### src/rtl/core/fcw_sector.sv
`timescale 1ns / 1ps

module fcw_sector (
   input  logic [11:0] cluster,
   input  logic [15:0] data_first,
   input  logic [7:0]  sectors_per_cluster,
   output logic [15:0] first_sector
);

   logic [15:0] rel_cluster;
   logic [23:0] product;

   // (cluster - 2) wraps at 16 bits, the sum too
   assign rel_cluster  = {4'b0000, cluster} - 16'd2;
   assign product      = rel_cluster * sectors_per_cluster;
   assign first_sector = data_first + product[15:0];

endmodule

### config.mk
export PLATFORM = sky130hd
export DESIGN_NAME = fcw_sector
export DESIGN_NICKNAME = d
export VERILOG_FILES = /design/src/rtl/core/fcw_sector.sv
export SDC_FILE = /design/constraint.sdc
export NUM_CORES = 1
export LEC_CHECK = 0
export ABC_CLOCK_PERIOD_IN_PS = 13000
export BUFFER_PORTS_ARGS = -buffer_cell sky130_fd_sc_hd__buf_4
export CORE_MARGIN = 4
export CORE_UTILIZATION = 55
export DETAILED_ROUTE_END_ITERATION = 8
export PLACE_DENSITY = 0.77
export SYNTH_ARGS = -nofsm -noshare
export SYNTH_HDL_FRONTEND = slang
export SYNTH_SLANG_ARGS = --single-unit
### constraint.sdc
create_clock -name vclk -period 13
set_clock_uncertainty 0.2 [all_clocks]
set_input_delay 0.65 -clock vclk [all_inputs]
set_output_delay 0.65 -clock vclk [all_outputs]
set_load 0.05 [all_outputs]
==> flow_summary.ini, run 1 <==
[floorplan]
full_die_area_sq_mm = 0.00766
fp-row-count = 28
initial_core_util_pct = 57.7
placeable_core_region_sq_mm = 0.00603
chipWidth_um = 87.5
die-height_um = 87.5
io_count = 52

[global_routing]
grt.overflow.total = 0
grt_max_degree = 15
number_of_global_route_vias_before_repair = 2926
groute.usage.overall_pct = 20.9
initial_antenna_violation_count = 0
grt_first_pass_wirelength_mm = 12.9

[timing]
max_clock_freq_mhz = 146
rsz0062_at_grt = no
worst_pin_slew_ns = 0.669
timing.max_slew.rel_slack_pct = 55.1
fin_tns_setup_ns = 0
final-max-slew-violation-count = 0
final-setup-viol-count = 0
layout_min_cycle_time_ns = 6.83
hold_violations = 0
finalCritPeriodShare_pct = 52.5

[logic_synthesis]
synth_top_family_by_area = adder cells
synth_cells = 412
yosysWarningCount = 0
synth_simple_gate_area_share_pct = 20.7
adder_cell_share_of_the_synthesized_area_pct = 52.3
netlist-cell-type-count = 42
post_synthesis_area_per_instance_sq_um = 8.45
ys_seq_area_share_pct = 0
synth_compound_area_share_pct = 4.75
synth.area.mux_share_pct = 0.863
post_synth_instance_area_sq_mm = 0.00348
synth.net_count = 549
yosys.area_share.xor_xnor_pct = 7.98

[worst_setup_path]
crit_path_start = cluster[1]
worst_setup_path_start_kind = input pin
critPathRequiredTime_ns = 12.15
crit_path_max_fanout = 8
cp_data_arrival_time_ns = 5.98
crit_path_end_kind = output pin
type_of_the_setup_path_with_the_least_slack = input pin to output pin

[route]
postRouteWirelength_mm = 7.20
drt_first_pass_iters = 4
drcViolationCount = 0
viasPerCell = 4.93
detail_route.wl_per_cell_um = 13.6
routed-via-count = 2619
antenna_violating_nets_post_route = 0
drt_first_iter_violations = 87

[clock_network]
post_cts_hold_buffer_count = 0
cts.repair_timing.setup_buffer_count = 0
ctsResizeCount = 0

[cells_and_area]
drive_gt1_share_pct = 13.6
area.growth.synth_to_final_pct = 13.0
filler_cell_count = 530
multi_input_comb_area_sq_mm = 0.00301
layout.area.seq_sq_um = 0
antenna_cells = 0
clock_buffers = 0
layout.nets = 595
seq_cells = 0

[placed_design]
buffer_ports.inserted = 52
gp_congestion = 0.871
place_hpwl_mm = 6.39

[status]
run_status = completed

[job]
maxCapViolCount = 0

[min_path]
timing.hold.worst_path_depth = 3
min_from = data_first[0]
hold_path_class = input pin to output pin
==> layout make-up <==
type                       count  area share [%]
tap                           75            2.39
multi-input combinational    288            76.6
inverter                     116            11.1
timing repair buffer          52            9.93
==> stage by stage <==
step                      hold slack [ns]  cells  instance area (sq um)  utilization (%)  worst slack, ns
final                                1.48    531                   3930             65.3             6.17
after global routing                 1.51    531                   3930             65.3             5.79
after CTS                            1.48    531                   3930             65.3             6.16
after detailed placement             1.48    531                   3930             65.3             6.19
after global placement               1.48    531                   3930             65.3             6.29
after floorplan                      1.48    412                   3480                -             6.50
==> cell usage after synthesis, types with 3 or more instances <==
master	number	area [sq um]
inv_1	116	435
fa_1	74	1480
nand2_1	43	161
ha_1	27	338
nor2b_1	24	150
and2_1	23	144
xnor2_1	21	184
nand2b_1	10	62.6
nor2_1	10	37.5
a21oi_1	7	35.0
clkbuf_1	7	26.3
xor2_1	5	43.8
mux2i_1	3	30.0
nor3b_1	3	22.5
o21a_1	3	22.5
o21ai_0	3	15.0
==> logic make-up after synthesis <==
logic type / Yosys count
fa+ha+maj: 101
mux: 3
buf+inv: 124
compound gates: 25
simple gates: 131
xor+xnor: 28
==> critical path, cell delays in order <==
cell      delay [ns]
buf_4           0.14
inv_1           0.12
ha_1            0.23
nand2b_1        0.10
nor4_1          0.25
xor2_1          0.55
nand2_1         0.16
fa_1            0.52
inv_1           0.06
fa_1            0.47
fa_1            0.50
inv_1           0.06
fa_1            0.53
inv_1           0.04
ha_1            0.32
o21a_1          0.15
a21boi_0        0.28
o21ai_0         0.22
a31o_2          0.28
xnor2_1         0.14
buf_4           0.21
==> cell usage in the layout, fill, tap and decap left out, types with 3 or more instances in the layout <==
cell / n
nor2_1: 10
and2_1: 23
inv_1: 116
nand2_1: 43
a21oi_1: 7
o21ai_0: 3
buf_4: 52
xnor2_1: 21
xor2_1: 5
nand2b_1: 10
ha_1: 27
fa_1: 74
nor3b_1: 3
o21a_1: 3
nor2b_1: 24
mux2i_1: 3
==> routing by layer <==
| metal | vias up | share of wire (%) | wire length, um | global-route usage (%) |
|---|---|---|---|---|
| met5 | - | 0 | 0 | 0 |
| met4 | 0 | 1.2 | 86 | 2.65 |
| met2 | 37 | 56 | 4000 | 41.3 |
| li1 | 1295 | - | - | - |
| met1 | 1277 | 41 | 2980 | 26.1 |
| met3 | 10 | 1.8 | 126 | 0.188 |
==> worst paths after layout <==
| path | endpoint | slack, ns |
|---|---|---|
| worst max-delay path | first_sector[15] | 6.17 |
| worst min-delay path | first_sector[0] | 1.48 |
Power of run 1 is not shown: default switching activity piles up to over one toggle a cycle in this logic, so the estimate is an artifact.
==> inputs of run 2 (changes only) <==
--- a/config.mk
+++ b/config.mk
@@ -5,12 +5,12 @@
 export SDC_FILE = /design/constraint.sdc
 export NUM_CORES = 1
 export LEC_CHECK = 0
-export ABC_CLOCK_PERIOD_IN_PS = 13000
+export ABC_CLOCK_PERIOD_IN_PS = 5600
 export BUFFER_PORTS_ARGS = -buffer_cell sky130_fd_sc_hd__buf_4
 export CORE_MARGIN = 4
 export CORE_UTILIZATION = 55
 export DETAILED_ROUTE_END_ITERATION = 8
-export PLACE_DENSITY = 0.77
+export PLACE_DENSITY = 0.8
 export SYNTH_ARGS = -nofsm -noshare
 export SYNTH_HDL_FRONTEND = slang
 export SYNTH_SLANG_ARGS = --single-unit
==> constraint.sdc (replaced) <==
create_clock -name vclk -period 5.6
set_clock_uncertainty 0.2 [all_clocks]
set_input_delay 0.28 -clock vclk [all_inputs]
set_output_delay 0.28 -clock vclk [all_outputs]
set_load 0.05 [all_outputs]
==> flow_summary.ini, run 2 (synthesis gave the netlist of run 1 again) <==
[floorplan]
chipWidth_um = 87.5
die-height_um = 87.5
fp-row-count = 28
placeable_core_region_sq_mm = 0.00603
initial_core_util_pct = 57.7
io_count = 52
full_die_area_sq_mm = 0.00766

[route]
detailroute.wirelength.met3_um = 282
highest_layer = met4
routed-via-count = 2823
met2WireLength_mm = 4.12
drt_first_pass_iters = 4
viasPerCell = 5.07
postRouteWirelength_mm = 7.42
detail_route.wl_per_cell_um = 13.3
wl_met1_mm = 2.89
antenna_violating_nets_post_route = 0
drt_first_iter_violations = 100
drcViolationCount = 0

[timing]
worst_pin_slew_ns = 0.311
hold_violations = 0
finalWorstSetupSlack_ns = 0.173
final-max-slew-violation-count = 0
final-setup-viol-count = 0
finalCritPeriodShare_pct = 96.9
timing.max_slew.rel_slack_pct = 79.2
max_clock_freq_mhz = 184
layout_min_cycle_time_ns = 5.43
rsz0062_at_grt = yes
whs_ns = 0.739

[worst_setup_path]
cells_along_the_critical_path = buf_4 -> inv_1 -> ha_1 -> buf_4 -> xor2_2 -> buf_4 -> and2_1 -> fa_1 -> inv_1 -> fa_1 -> inv_1 -> fa_1 -> inv_1 -> fa_1 -> inv_1 -> ha_4 -> a211o_1 -> a21oi_2 -> buf_4 -> mux2i_1 -> o2111ai_1 -> buf_4
type_of_the_setup_path_with_the_least_slack = input pin to output pin
cp_top_family = adder cells
cp_data_arrival_time_ns = 4.95
critical_path.n_buffers_inverters = 10
crit_path_max_fanout = 7
worst_setup_path_start_kind = input pin
crit_path_end_kind = output pin
crit_path_max_incr_delay_ns = 0.54
cp_slowest_cell = fa_1
critPathRequiredTime_ns = 5.12

[placed_design]
gp_congestion = 0.819
placedInstanceArea_sq_mm = 0.00408
place_ws_ns = -0.117
buffer_ports.inserted = 52
place_hpwl_mm = 6.26

[clock_network]
post_cts_hold_buffer_count = 0

[cells_and_area]
area.growth.synth_to_final_pct = 23.2
seq_cells = 0
clock_buffers = 0
antenna_cells = 0
drive_gt1_share_pct = 22.8
layout.nets = 621
mostFrequentLayoutCell = inv_1
fin_area_sq_mm = 0.00429
layout.area.seq_sq_um = 0
most-common-layout-cells = 116 x inv_1, 77 x buf_4, 74 x fa_1

[min_path]
whs_endpoint = first_sector[0]
min_from = data_first[0]
hold_path_class = input pin to output pin
timing.hold.worst_path_depth = 3

[global_routing]
groute.usage.overall_pct = 20.2
grt.overflow.total = 0
grt_max_degree = 15
number_of_global_route_vias_before_repair = 2950
grt_first_pass_wirelength_mm = 12.7
initial_antenna_violation_count = 0

[job]
maxCapViolCount = 0

[status]
run_status = completed
-- run 2: cell count changes in the layout (fill, tap and decap cells not counted), moves of 4 or more --
| cell | before | now |
|---|---|---|
| xnor2_2 | 0 | 4 |
| ha_4 | 0 | 4 |
| xnor2_1 | 21 | 17 |
| buf_4 | 52 | 77 |
| ha_1 | 27 | 23 |
-- run 2: area by class of cell --
class | count | area, sq um
inverter | 116 | 435
fill | 482 | 1740
tap | 75 | 93.8
timing repair buffer | 78 | 589
multi-input combinational | 288 | 3170
-- run 2: metrics by stage --
| step | TNS, ns | instances | utilization [%] |
|---|---|---|---|
| finish | 0 | 557 | 71.1 |
| global route | -0.0562 | 557 | 71.1 |
| CTS | 0 | 548 | 68.0 |
| detailed placement | -0.193 | 548 | 67.6 |
| global placement | -0.0255 | 548 | 67.6 |
| floorplan | 0 | 412 | - |
-- run 2: routing by layer --
metal	vias to the layer above	track usage [%]
li1	1347	-
met1	1394	24.7
met2	74	39.7
met3	8	0.376
met4	0	3.77
met5	-	0
-- run 2: how the worst max path moves through the flow --
stage | endpoint | from | slack (ns) | depth (start not counted)
finish | first_sector[12] | cluster[1] | 0.17 | 22
global route | first_sector[15] | cluster[5] | -0.05 | 20
CTS | first_sector[15] | cluster[1] | 0.04 | 22
detailed placement | first_sector[15] | cluster[1] | -0.12 | 22
global placement | first_sector[15] | cluster[2] | -0.03 | 19
floorplan | first_sector[11] | cluster[1] | 0.05 | 19
-- run 2: worst min-delay path, delay by kind of cell --
family                     cells  cell delay [ns]
buffers and inverters          2             0.27
adders and majority gates      1             0.11
-- run 2: repair_timing --
action | in CTS | in global routing
gates resized for setup | 4 | 22
endpoints found under the hold margin | 0 | 0
endpoints found under the setup margin | 3 | 6
pin swaps | 0 | 19
setup buffers | 0 | 9
Power of run 2 is left out for the same reason.
