===== src/rtl/core/fcw_pkg.sv =====
`timescale 1ns / 1ps

package fcw_pkg;

   // command codes of the request channel
   typedef enum logic [1:0] {
      CMD_LOAD    = 2'd0,
      CMD_START   = 2'd1,
      CMD_ADVANCE = 2'd2
   } cmd_type;

   // status codes of the response channel
   typedef enum logic [1:0] {
      STAT_OK       = 2'd0,
      STAT_PAST_END = 2'd1,
      STAT_LOW      = 2'd2
   } status_type;

   // configuration register indexes
   localparam logic REG_DATA_FIRST = 1'b0;
   localparam logic REG_SPC        = 1'b1;

   localparam logic [11:0] END_MARK    = 12'hFFF;
   localparam logic [7:0]  LOW_NIBBLE  = 8'h0F;
   localparam logic [7:0]  HIGH_NIBBLE = 8'hF0;
   localparam logic [11:0] FIRST_DATA_CLUSTER = 12'd2;

   typedef struct packed {
      cmd_type     cmd;
      logic [12:0] table_offset;
      logic [7:0]  table_byte;
      logic [11:0] start_cluster;
   } req_payload_type;

   typedef struct packed {
      logic [11:0] cluster;
      logic [15:0] first_sector;
      logic        last;
      status_type  status;
   } rsp_payload_type;

   // how the two bytes of one table lookup are to be combined
   typedef struct packed {
      logic odd;
      logic ok_lo;
      logic ok_hi;
   } lookup_type;

   // byte offset of a 12-bit entry: cluster * 3 / 2
   function automatic logic [12:0] entry_offset(input logic [11:0] clu);
      entry_offset = {1'b0, clu} + {2'b00, clu[11:1]};
   endfunction

endpackage


===== src/rtl/core/fcw_entry.sv =====
`timescale 1ns / 1ps

module fcw_entry import fcw_pkg::*; (
   input  logic [7:0]  byte_lo,
   input  logic [7:0]  byte_hi,
   input  lookup_type  lookup,
   output logic [11:0] entry
);

   logic [7:0] b0;
   logic [7:0] b1;

   // bytes past the end of the table read as zero
   assign b0 = lookup.ok_lo ? byte_lo : 8'h00;
   assign b1 = lookup.ok_hi ? byte_hi : 8'h00;

   // even cluster: low byte plus low nibble of next; odd: high nibble plus next byte
   always_comb begin
      if (lookup.odd) begin
         entry = {b1, 4'((b0 & HIGH_NIBBLE) >> 4)};
      end else begin
         entry = {4'(b1 & LOW_NIBBLE), b0};
      end
   end

endmodule


===== config.mk =====
export PLATFORM = sky130hd
export DESIGN_NAME = fcw_entry
export DESIGN_NICKNAME = d
export VERILOG_FILES = /design/src/rtl/core/fcw_pkg.sv /design/src/rtl/core/fcw_entry.sv
export SDC_FILE = /design/constraint.sdc
export NUM_CORES = 1
export LEC_CHECK = 0
export BUFFER_PORTS_ARGS = -buffer_cell sky130_fd_sc_hd__buf_2
export CELL_PAD_IN_SITES_DETAIL_PLACEMENT = 0
export CELL_PAD_IN_SITES_GLOBAL_PLACEMENT = 1
export CORE_AREA = 2 2 39 41
export DETAILED_ROUTE_END_ITERATION = 12
export DIE_AREA = 0 0 41 43
export PLACE_DENSITY = 0.81
export SKIP_LAST_GASP = 1
export SLEW_MARGIN = 20
export SYNTH_ARGS = -nofsm -noshare
export SYNTH_HDL_FRONTEND = slang
export SYNTH_SLANG_ARGS = --single-unit

===== constraint.sdc =====
create_clock -name vclk -period 1.3
set_clock_uncertainty 0.15 [all_clocks]
set_input_delay 0.325 -clock vclk [all_inputs]
set_output_delay 0.325 -clock vclk [all_outputs]
set_load 0.02 [all_outputs]

==> impl_metrics.ini, run 1 <==
[final_layout]
multi_input_area_um2 = 211
flops_and_latches = 0
fillers = 148
final_layout_size_suffix_gt1_share_pct = 82.0
area_growth_pct = 157
nets = 82
area.sequential_um2 = 0
n_antenna_cell = 0
clkbuf_count = 0

[worst_setup_path]
critPathMaxFanout = 6
worstPathArrival_ns = 0.95
worstSetupEndpointType = output pin
worstPathRequired_ns = 0.82
criticalPathCategory = in -> out
startpoint_type = input pin

[global_route]
grt_usage_pct = 8.39
grt_first_pass_wirelength_mm = 1.10
antenna_found_initial = 0
grt_overflow = 0
grt_max_degree = 9
grt_pass1_vias = 280

[power_and_ir_drop]
power_uw = 208
p_per_area_nw_per_um2 = 382
ir_drop_mv = 0.129
p_leak_nw = 0.299

[min_path]
min_to = entry[6]
min-delay-start = byte_lo[6]
min_path_cells = 3
holdCritPathClass = in -> out

[route]
routed_wl_um = 751
vias = 308
ant_nets = 0
drt_first_iter_violations = 0
avgRoutedWirePerCell_um = 9.75
vias_per_cell = 4.00
drc = 0
drt_pass1_iterations = 1

[die]
rows = 14
die_area_um2 = 1760
fp.dieW_um = 41
initial_core_util_pct = 15.3
pin_count = 31
fp.dieH_um = 43
coreArea_um2 = 1380

[timing]
period_minus_slack_ns = 1.42
fin_tns_setup_ns = -1.08
setup_viol = 12
tightest_slew_ns = 0.181
worst_slack_ns = -0.123
rsz0062_at_grt = yes
drv_slew = 0
slew_headroom_pct = 87.6
final_hold_viol_count = 0
fin_crit_sh_pct = 109
fmax_ghz = 0.703

[run_status]
status = finished, violations left
violations = negative setup slack

[synth]
netlist_instances = 25
seq_area_frac_synth_pct = 0
ys_warn_count = 0
syn_area_um2 = 211
synth_fp_nets = 44
synth_cell_type_count = 8
syn_area_per_cell_um2 = 8.46

[placed_design]
gp_congestion = 0.612
hpwl_um = 605
port_buffers = 31

[run]
cap_viol_max_count = 0
## routing by layer
metal  global-route usage (%)  part of all wire (%)
met1                     11.4                    38
met2                     15.0                    54
met3                        0                   8.4
met4                        0                     0
met5                        0                     0
## worst max-delay path by stage
stage | end | slack [ns] | startpoint | depth (start not counted)
detailed placement | entry[3] | -0.20 | lookup[2] | 5
global placement | entry[10] | -0.19 | lookup[2] | 5
finish | entry[4] | -0.12 | lookup[2] | 5
floorplan | entry[10] | -0.08 | lookup[2] | 4
CTS | entry[9] | -0.10 | lookup[2] | 5
global route | entry[0] | -0.16 | lookup[2] | 5
## repair_timing
item                                    in CTS  in global routing
pin swaps                                    2                  2
endpoints found under the setup margin      12                 12
hold buffers                                 0                  0
gates resized for setup                     34                  0
setup buffers                                0                  1
cloned                                       0                  0
## synthesized netlist by cell type
cell,number,area share (%)
mux2i_1,8,38
a32o_1,3,14
buf_12,1,9.5
buf_6,1,5.3
nor2b_1,9,27
nand2_1,1,1.8
nand3_1,1,2.4
o21ai_0,1,2.4
## metrics by stage
| stage | hold slack [ns] | cell area (um^2) | setup slack [ns] | utilization, % | std cells |
|---|---|---|---|---|---|
| 4_1_cts | 0.823 | 537 | -0.104 | 38.8 | 76 |
| 6_report | 0.826 | 544 | -0.123 | 39.3 | 77 |
| 5_1_grt | 0.839 | 544 | -0.162 | 39.3 | 77 |
| 3_3_place_gp | 0.851 | 424 | -0.193 | 30.7 | 76 |
| 3_5_place_dp | 0.848 | 424 | -0.204 | 30.7 | 76 |
| 2_1_floorplan | 0.669 | 239 | -0.0812 | - | 25 |
## where the power goes
part / internal (mW) / switching, mW / total, mW
Clock: 0 / 0 / 0
Sequential: 0 / 0 / 0
Combinational: 0.120 / 0.0880 / 0.208
Total: 0.120 / 0.0880 / 0.208
## cells in the final DEF (no fill, tap or decap)
| cell type | n |
|---|---|
| nor2b_4 | 1 |
| buf_2 | 18 |
| nand2_1 | 1 |
| a32o_2 | 3 |
| buf_12 | 1 |
| nor2b_2 | 8 |
| buf_6 | 16 |
| o21ai_1 | 1 |
| nand3_1 | 1 |
| buf_4 | 3 |
| mux2i_1 | 8 |
## kinds of logic after synthesis
group | count (synthesis) | synth area share, %
AND/OR/NAND/NOR | 11 | 30.8
multiplexers | 8 | 37.9
AO/OA/AOI/OAI | 4 | 16.6
buffers and inverters | 2 | 14.8
## worst max-delay path, stage by stage
cell and delay, ns:
buf_12 0.11, buf_4 0.13, nor2b_4 0.11, a32o_2 0.15
buf_6 0.12
## cell type report
| type | instances | area share [%] |
|---|---|---|
| timing repair buffer | 38 | 57.5 |
| tap | 16 | 3.68 |
| multi-input combinational | 23 | 38.9 |
No activity file was read; power rests on OpenSTA's default activity.
==> run 2, diff against run 1 <==
==> constraint.sdc (replaced) <==
create_clock -name vclk -period 1.5
set_clock_uncertainty 0.15 [all_clocks]
set_input_delay 0.375 -clock vclk [all_inputs]
set_output_delay 0.375 -clock vclk [all_outputs]
set_load 0.02 [all_outputs]
==> run 2 against run 1 <==
The flow still finishes with violations (negative setup slack). Total power shrank 15%. First-iteration DRC count is the same. Sequential share of layout area did not move. Critical path depth stayed put. Core utilization shrank 1.5 points. Final area fell by 3.9%. Highest routed layer unchanged.
==> impl_metrics.ini, run 2 (synthesized netlist as in run 1, its figures left out) <==
[run_status]
status = finished, violations left
violations = negative setup slack

[route]
vias = 313
routed_wl_um = 750
ant_nets = 0
drc = 0
avgRoutedWirePerCell_um = 10.1
drt_pass1_iterations = 1
drt_first_iter_violations = 0
vias_per_cell = 4.23

[global_route]
antenna_found_initial = 0
grt_first_pass_wirelength_mm = 1.04
grt_pass1_vias = 234
grt_usage_pct = 8.09
grt_overflow = 0
grt_max_degree = 9

[placed_design]
gp_congestion = 0.613
hpwl_um = 605
port_buffers = 31
post-place-ws_ns = -0.158
dp_cells = 73

[worst_setup_path]
critPathMaxFanout = 5
worstSetupEndpointType = output pin
startpoint_type = input pin
worstPathArrival_ns = 1.00
worstPathRequired_ns = 0.97
criticalPathCategory = in -> out

[timing]
drv_slew = 0
worst_slack_ns = -0.0241
final_hold_viol_count = 0
rsz0062_at_grt = yes
tightest_slew_ns = 0.163
fin_crit_sh_pct = 102
fmax_ghz = 0.656
period_minus_slack_ns = 1.52
slew_headroom_pct = 88.8
setup_viol = 9

[final_layout]
clkbuf_count = 0
flops_and_latches = 0
finalNonFillerCells = 74
n_antenna_cell = 0
area_growth_pct = 147
nets = 79
final_common_cell = buf_2
final_layout_size_suffix_gt1_share_pct = 75.9
layout_common_cells = buf_2, buf_6, mux2i_1
fillers = 138
area.sequential_um2 = 0

[die]
fp.dieH_um = 43
fp.dieW_um = 41
die_area_um2 = 1760
initial_core_util_pct = 15.3
coreArea_um2 = 1380
pin_count = 31
rows = 14

[power_and_ir_drop]
ir_drop_mv = 0.108
p_leak_nw = 0.279
p_per_area_nw_per_um2 = 337

[run]
cap_viol_max_count = 0

[min_path]
holdCritPathClass = in -> out

[cts]
post-cts-setup-buffer-count = 0
-- run 2: changes by cell type in the layout (fill, tap and decap cells not counted), sizes merged --
cell / delta
buf: -3
-- run 2: per-layer routing --
metal	share of wire (%)	routed length, um	global-route usage [%]	up-vias
met5	0	0	0	-
li1	-	-	-	158
met3	11	81	1.05	0
met4	0	0	0	0
met2	49	366	13.4	18
met1	40	303	11.4	137
-- run 2: metrics by stage --
step | hold slack, ns | total power [mW] | cell area, um^2 | utilization, % | TNS (ns)
2_1_floorplan | 0.771 | 0.0791 | 224 | - | 0
3_3_place_gp | 0.957 | 0.133 | 403 | 29.1 | -0.853
3_5_place_dp | 0.955 | 0.133 | 403 | 29.1 | -0.889
4_1_cts | 0.943 | 0.174 | 514 | 37.2 | -0.136
5_1_grt | 0.943 | 0.188 | 523 | 37.8 | -0.462
6_report | 0.930 | 0.176 | 523 | 37.8 | -0.102
-- run 2: path summary, 6_finish.rpt --
path	startpoint	slack, ns	cells past startpoint	end
max	lookup[2]	-0.02	5	entry[8]
min	byte_lo[5]	0.93	3	entry[5]
-- run 2: final cells by class --
cell class | count | area, um^2 | share of cell area [%]
well taps | 16 | 20.0 | 3.83
multi-input cells | 23 | 206 | 39.5
repair buffers | 35 | 297 | 56.7
-- run 2: worst max-delay path, stage by stage --
cell	delay, ns
buf_12	0.11
buf_12	0.13
mux2i_2	0.14
nor2b_2	0.12
buf_6	0.12
-- run 2: where the power goes --
part / internal (mW) / total (mW) / switching (mW)
combinational: 0.100 / 0.176 / 0.0759
clock: 0 / 0 / 0
sequential: 0 / 0 / 0
total: 0.100 / 0.176 / 0.0759
-- run 2: what timing repair did --
action	CTS	global route
hold buffers	0	0
pin swaps	2	3
gates resized for setup	27	4
setup endpoints to repair	11	12
gates cloned	1	0
